$ cat src/rtl/mde_ram.sv
// Generic single-port-write, single-port-read RAM with registered read.
`default_nettype none
module mde_ram #(
    parameter int Width = 8,
    parameter int Depth = 16
) (
    input  wire logic                     i_clk,
    input  wire logic                     i_we,
    input  wire logic [$clog2(Depth)-1:0] i_waddr,
    input  wire logic [Width-1:0]         i_wdata,
    input  wire logic [$clog2(Depth)-1:0] i_raddr,
    output logic      [Width-1:0]         o_rdata
);
    logic [Width-1:0] r_mem [Depth];

    always_ff @(posedge i_clk) begin
        if (i_we) begin
            r_mem[i_waddr] <= i_wdata;
        end
        o_rdata <= r_mem[i_raddr];
    end
endmodule
`default_nettype wire

$ cat config.mk
export PLATFORM = sky130hd
export DESIGN_NAME = mde_ram
export DESIGN_NICKNAME = d
export VERILOG_FILES = /design/src/rtl/mde_ram.sv
export SDC_FILE = /design/constraint.sdc
export NUM_CORES = 1
export LEC_CHECK = 0
export ABC_AREA = 1
export ABC_CLOCK_PERIOD_IN_PS = 1200
export BUFFER_PORTS_ARGS = -buffer_cell sky130_fd_sc_hd__buf_4
export CORE_MARGIN = 4
export CORE_UTILIZATION = 35
export CTS_BUF_LIST = sky130_fd_sc_hd__clkbuf_8 sky130_fd_sc_hd__clkbuf_16
export DETAILED_ROUTE_END_ITERATION = 8
export GPL_ROUTABILITY_DRIVEN = 0
export HOLD_SLACK_MARGIN = 0.08
export SLEW_MARGIN = 0
export SYNTH_ARGS = -nofsm -noshare
export SYNTH_HDL_FRONTEND = slang
export SYNTH_SLANG_ARGS = --single-unit
$ cat constraint.sdc
create_clock -name i_clk -period 1.2 [get_ports i_clk]
set_clock_uncertainty 0.15 [all_clocks]
set_input_delay 0 -clock i_clk [delete_from_list [all_inputs] [get_ports i_clk]]
set_output_delay 0 -clock i_clk [all_outputs]
set_load 0.02 [all_outputs]
==> run summary, run 1 <==
Crit start category: input pin
GRT Total Usage: 0.1509
# clock sinks: 136
Crit path time final: 1147 ps
I/O pin count: 26
Fmax: 872.1 MHz
Top delay family on crit path: buffers and inverters
Net Sw Frac: 0.2109
Worst path buffer plus inverter count: 3
Final setup TNS: 0 ps
Crit end category: flip-flop
TritonCTS clock tree: done
Synthesized area: 5767 um^2
Fin cells: 843
Pwr/cell area: 1598 nW/um^2
WL/cell: 15.73 um
Die H: 136.4 um
Via density: 4.558
Synth cell types: 12
Clock root buffer: clkbuf_16
Largest net degree at the start of global routing: 37
Post-DRT Antenna Nets: 0
Vias in the first global route: 3829
First drt pass iteration count: 5
WHS Path Cells: 5
Critical-path cell with the highest stage delay: dlygate4sd3_1
# rows: 46
Slew HR: 0.7711
Seq pwr share: 0.466
Placement Cell Area: 6326 um^2
Status: finished, final reports clean
1st-iter DRT viols: 336
Worst Path Arrival: 1110 ps
Max-Cap Viols: 0
Sw Pwr: 0.002418 W
Final HPWL DP: 8205 um
Stages on worst setup path: 5
First-pass GRT wire length: 20710 um
Starting Density: 0.3604
Synth top area share: 0.6665
Clk Latency, worst-skew pair: 420 ps
Ys flop type: edfxtp_1
FF-to-FF path depth: 6
Period utilization: 0.9556
Final worst slack: 53.33 ps
Worst-path maximum fanout: 8
Internal Power: 0.009046 W
Mapped Avg Cell Area: 10.47 um^2
Clk pwr share: 0.464
Post-layout net count: 632
Pleak: 3.089 nW
Fillers: 1526
Total CTS buffers: 17
Synth area leaders: edfxtp_1, nand2_1, nand3_1
Dpl ws: -8.130 ps
Core Area: 16000 um^2
Measured slew at the worst slew-check pin: 343.0 ps
WS Path Type: in -> reg
Worst EP required: 1170 ps
PortBufs: 25
Final instance area: 7173 um^2
Post-synth top area cell: edfxtp_1
Design Power: 0.01146 W
DRT Wirelength: 13260 um
Hold Crit Class: in -> reg
Setup bufs post-CTS: 0
Number of synthesized flops with an enable pin: 128
Comb pwr share: 0.070
Ys async rst share: 0
Share of cells above drive strength 1: 0.1563
Grt ovf: 0
H-tree Lvls: 4
Multi-input gate area: 1261 um^2
Via Count: 3842
Worst-path cell chain: buf_4 > dlygate4sd3_1 > nand2_1 > nor2_1 > buf_6
DP Cell Count: 797
Max clock buf depth: 2
Antenna diodes: 0
Final hold vios: 0
Yosys reg bits: 136
Top-count cell post-synth: nand2_1
Synth warn: 0
Synthesized instance count: 551
Post-synth net total: 569
Maximum vdd drop: 1.101 mV
Sequential share of the synthesized area: 0.6943
Die area: 18590 um^2
Final Setup Violations: 0
Hold-fix buffers, CTS: 15
Die Width: 136.4 um
DRC viols: 0
Area grow syn2layout: 24.39%
Clk pin slew, worst setup/hold paths: 60 ps
Most frequent cells after synthesis: nand2_1, edfxtp_1, inv_1
FF+latch area: 4004 um^2
Max-slew violations: 0
Initial antenna violation count: 0
Worst path max stage delay: 560 ps
## timing repair
item / 4_1_cts / 5_1_grt
hold endpoints to repair: 176 / 56
resized for setup: 0 / 26
endpoints found under the setup margin: 0 / 125
## per-stage QoR
stage | hold WS, ps | util
floorplan | -51.13 | -
global placement | 174.3 | 0.3954
detailed placement | 181.0 | 0.3954
CTS | 49.91 | 0.4430
global route | 44.78 | 0.4483
finish | 26.42 | 0.4483
## flip-flops by register name (all words and copies together), names as in the netlist
| name | flops |
|---|---|
| o_rdata | 8 |
| r_mem | 128 |
## logic make-up (layout without fill, tap and decap cells)
family,after synthesis,after routing,share of synthesized area
buf+inv,126,202,0.09525
simple gates,289,289,0.2105
flops,136,136,0.6943
## per-layer routing
layer	up-vias	GRT usage	wire length [um]
met5	-	0	0
met2	99	0.2463	6393
li1	1901	-	-
met3	26	0.03220	636
met4	0	0.06943	338
met1	1816	0.1926	5893
## cell type report
class / instances / share of cell area
clock inverters: 15 / 0.02599
clock buffers: 17 / 0.05931
well taps: 216 / 0.03768
flip-flops and latches: 136 / 0.5582
multi-input cells: 289 / 0.1758
repair buffers: 68 / 0.08966
inverters: 102 / 0.05338
## final timing paths
| kind | endpoint | slack, ps | from |
|---|---|---|---|
| setup reg to reg | o_rdata[4] | 50 | r_mem[5][4] |
| hold reg to reg | o_rdata[4] | 530 | r_mem[15][4] |
| hold / removal | r_mem[1][5] | 30 | i_waddr[2] |
| setup / recovery | r_mem[6][0] | 50 | i_waddr[1] |
## worst min-delay path, stage by stage
cell and delay, ps:
buf_4 100, nor2_2 40, nand2_2 90, nor2_2 40, buf_6 140
## power by group through the flow
stage                     logic (W)  registers [W]  clock network, W
final                      0.000802        0.00534           0.00532
after global routing       0.000882        0.00535           0.00561
after CTS                  0.000789        0.00534           0.00538
after detailed placement   0.000745        0.00544                 0
after global placement     0.000732        0.00544                 0
after floorplan            0.000375        0.00547                 0
## placed cells by master (no fill, tap or decap)
master          netlist  final
dlymetal6s4s_1        0      1
buf_4                 4     38
nor2_2                0      6
nand3b_1              2      2
dlygate4sd3_1         0     13
clkbuf_16             0     17
nor2_1               17     11
nand2_1             173    172
buf_12                0      4
clkinv_2              0      3
clkinv_1              0      1
clkinvlp_4            0      3
nand3_1              97     91
nand2_2               0      1
edfxtp_1            128    128
inv_1               100    102
clkinv_4              0      2
buf_6                 6     12
inv_2                 2      2
nand3_2               0      6
bufinv_16             0      4
dfxtp_1               8      8
Power figures use the tool's default switching activity.
==> inputs of run 2 (changes only) <==
--- a/config.mk
+++ b/config.mk
@@ -8,12 +8,16 @@
 export ABC_AREA = 1
 export ABC_CLOCK_PERIOD_IN_PS = 1200
 export BUFFER_PORTS_ARGS = -buffer_cell sky130_fd_sc_hd__buf_4
+export CELL_PAD_IN_SITES_DETAIL_PLACEMENT = 0
+export CELL_PAD_IN_SITES_GLOBAL_PLACEMENT = 1
 export CORE_MARGIN = 4
 export CORE_UTILIZATION = 35
 export CTS_BUF_LIST = sky130_fd_sc_hd__clkbuf_8 sky130_fd_sc_hd__clkbuf_16
 export DETAILED_ROUTE_END_ITERATION = 8
 export GPL_ROUTABILITY_DRIVEN = 0
 export HOLD_SLACK_MARGIN = 0.08
+export PLACE_DENSITY_LB_ADDON = 0.1
+export REMOVE_ABC_BUFFERS = 1
 export SLEW_MARGIN = 0
 export SYNTH_ARGS = -nofsm -noshare
 export SYNTH_HDL_FRONTEND = slang
==> run 2 against run 1 <==
  * Largest power group is now clock
  * Sequential share of layout area fell by 0.71 points
  * Maximum frequency rose by 1.5%
  * Register-to-register slack improved by 50 ps
  * Design area rose by 1.3%
  * Routed wire length rose by 4.3%
  * Sequential cell count did not move
  * Critical path depth rose by 2
  * Highest routed layer unchanged
  * Hold slack improved by 49 ps
  * Count of clock-buffer cells in the layout did not move
==> run summary, run 2 (same netlist as run 1, synthesis figures left out) <==
Largest net degree at the start of global routing: 41
Fmax: 885.0 MHz
Worst-path cell chain: buf_4 > buf_4 > dlygate4sd3_1 > nand3_1 > nand3_1 > nand3_1 > nand2_1
Worst-path maximum fanout: 4
Period utilization: 0.9416
Setup bufs post-CTS: 0
Die H: 136.4 um
Initial antenna violation count: 0
Share of cells above drive strength 1: 0.1480
Max clock buf depth: 2
Max-slew violations: 0
Max FFs per register: 128
Final hold vios: 0
WS Path Type: in -> reg
Die Width: 136.4 um
Clk pin slew, worst setup/hold paths: 60 ps
Design Power: 0.01171 W
Seq pwr share: 0.456
Clk Latency, worst-skew pair: 420 ps
TritonCTS clock tree: done
Crit path time final: 1130 ps
Die area: 18590 um^2
Via Count: 3851
Measured slew at the worst slew-check pin: 300.2 ps
Critical-path cell with the highest stage delay: dlygate4sd3_1
Status: finished, final reports clean
Commonest cells after routing, fill and taps aside: nand2_1, edfxtp_1, inv_1
Largest registers: r_mem: 128 flops, o_rdata: 8 flops
DRT Wirelength: 13830 um
Antenna diodes: 0
Internal Power: 0.009277 W
H-tree Lvls: 4
Core Area: 16000 um^2
DRC viols: 0
Comb pwr share: 0.071
Starting Density: 0.3604
Multi-input gate area: 1214 um^2
Hold Crit Class: in -> reg
Final worst slack: 70.08 ps
DP Cell Count: 807
Final HPWL DP: 9047 um
I/O pin count: 26
Max-Cap Viols: 0
Fin cells: 858
Final Setup Violations: 0
Clk pwr share: 0.473
Most common cell after layout, fill and taps aside: nand2_1
Most flop-heavy register: r_mem
Top delay family on crit path: buffers and inverters
Maximum vdd drop: 0.9591 mV
Crit end category: flip-flop
Worst path max stage delay: 650 ps
Area grow syn2layout: 25.99%
Clock root buffer: clkbuf_16
Total CTS buffers: 17
Worst EP required: 1360 ps
Final setup TNS: 0 ps
Grt ovf: 0
Crit start category: input pin
Fillers: 1563
1st-iter DRT viols: 274
Via density: 4.488
Worst Path Arrival: 1290 ps
WL/cell: 16.12 um
Unrepaired setup endpoints after global routing: false
Placement Cell Area: 6426 um^2
Final instance area: 7266 um^2
First-pass GRT wire length: 21860 um
Vias in the first global route: 3976
# rows: 46
Post-DRT Antenna Nets: 0
Worst path buffer plus inverter count: 3
First drt pass iteration count: 5
# clock sinks: 136
FF+latch area: 4004 um^2
Post-layout net count: 648
Pleak: 3.173 nW
Sw Pwr: 0.002430 W
Most Frequent Cell on Critical Path: nand3_1
PortBufs: 25
Net Sw Frac: 0.2075
Slew HR: 0.7993
Pwr/cell area: 1611 nW/um^2
Dpl ws: -26.93 ps
GRT Total Usage: 0.1618
## run 2: changes by cell type in the layout (fill, tap and decap cells not counted), sizes merged
cell and change:
dlymetal6s4s +1, buf +10, inv -1, dlygate4sd3 +5, clkinvlp -1, bufinv +1
## run 2: power groups by stage
stage	Sequential, W	Clock, W	Combinational, W
finish	0.00534	0.00554	0.000827
global route	0.00535	0.00585	0.000924
CTS	0.00534	0.00564	0.000842
detailed placement	0.00544	0	0.000779
global placement	0.00544	0	0.000778
floorplan	0.00547	0	0.000287
## run 2: what timing repair did
action,4_1_cts,5_1_grt
endpoints found under the hold margin,149,0
resized for setup,0,3
hold buffers,20,0
endpoints found under the setup margin,0,5
## run 2: final timing paths
check | start | end | slack [ps] | cells past startpoint
setup / recovery | i_raddr[1] | o_rdata[6] | 70 | 7
hold reg to reg | r_mem[2][4] | o_rdata[4] | 520 | 6
hold / removal | i_waddr[2] | r_mem[1][6] | 80 | 5
setup reg to reg | r_mem[9][5] | o_rdata[5] | 100 | 6
## run 2: routing by layer
metal  global-route usage  vias to the layer above  share of wire
met5                    0                        -              0
met4              0.06775                        0          0.028
met3              0.04552                       23          0.050
met2               0.2518                       69           0.46
met1               0.2127                     1831           0.46
li1                     -                     1928              -
## run 2: layout make-up
cell class | instances | share of cell area
Clock inverter | 14 | 0.02824
Inverter | 102 | 0.05269
Multi-Input combinational cell | 289 | 0.1670
Tap cell | 216 | 0.03720
Clock buffer | 17 | 0.05855
Sequential cell | 136 | 0.5511
Timing Repair Buffer | 84 | 0.1052
## run 2: worst min-delay path: cells and delay by family
family        cells  cell delay, ps
simple gates      3             240
buf+inv           2             240
## run 2: through the flow
stage	util	hold slack, ps
floorplan	-	-51.13
CTS	0.4536	66.98
detailed placement	0.4016	218.6
global placement	0.4016	219.6
finish	0.4541	75.82
global route	0.4541	100.5
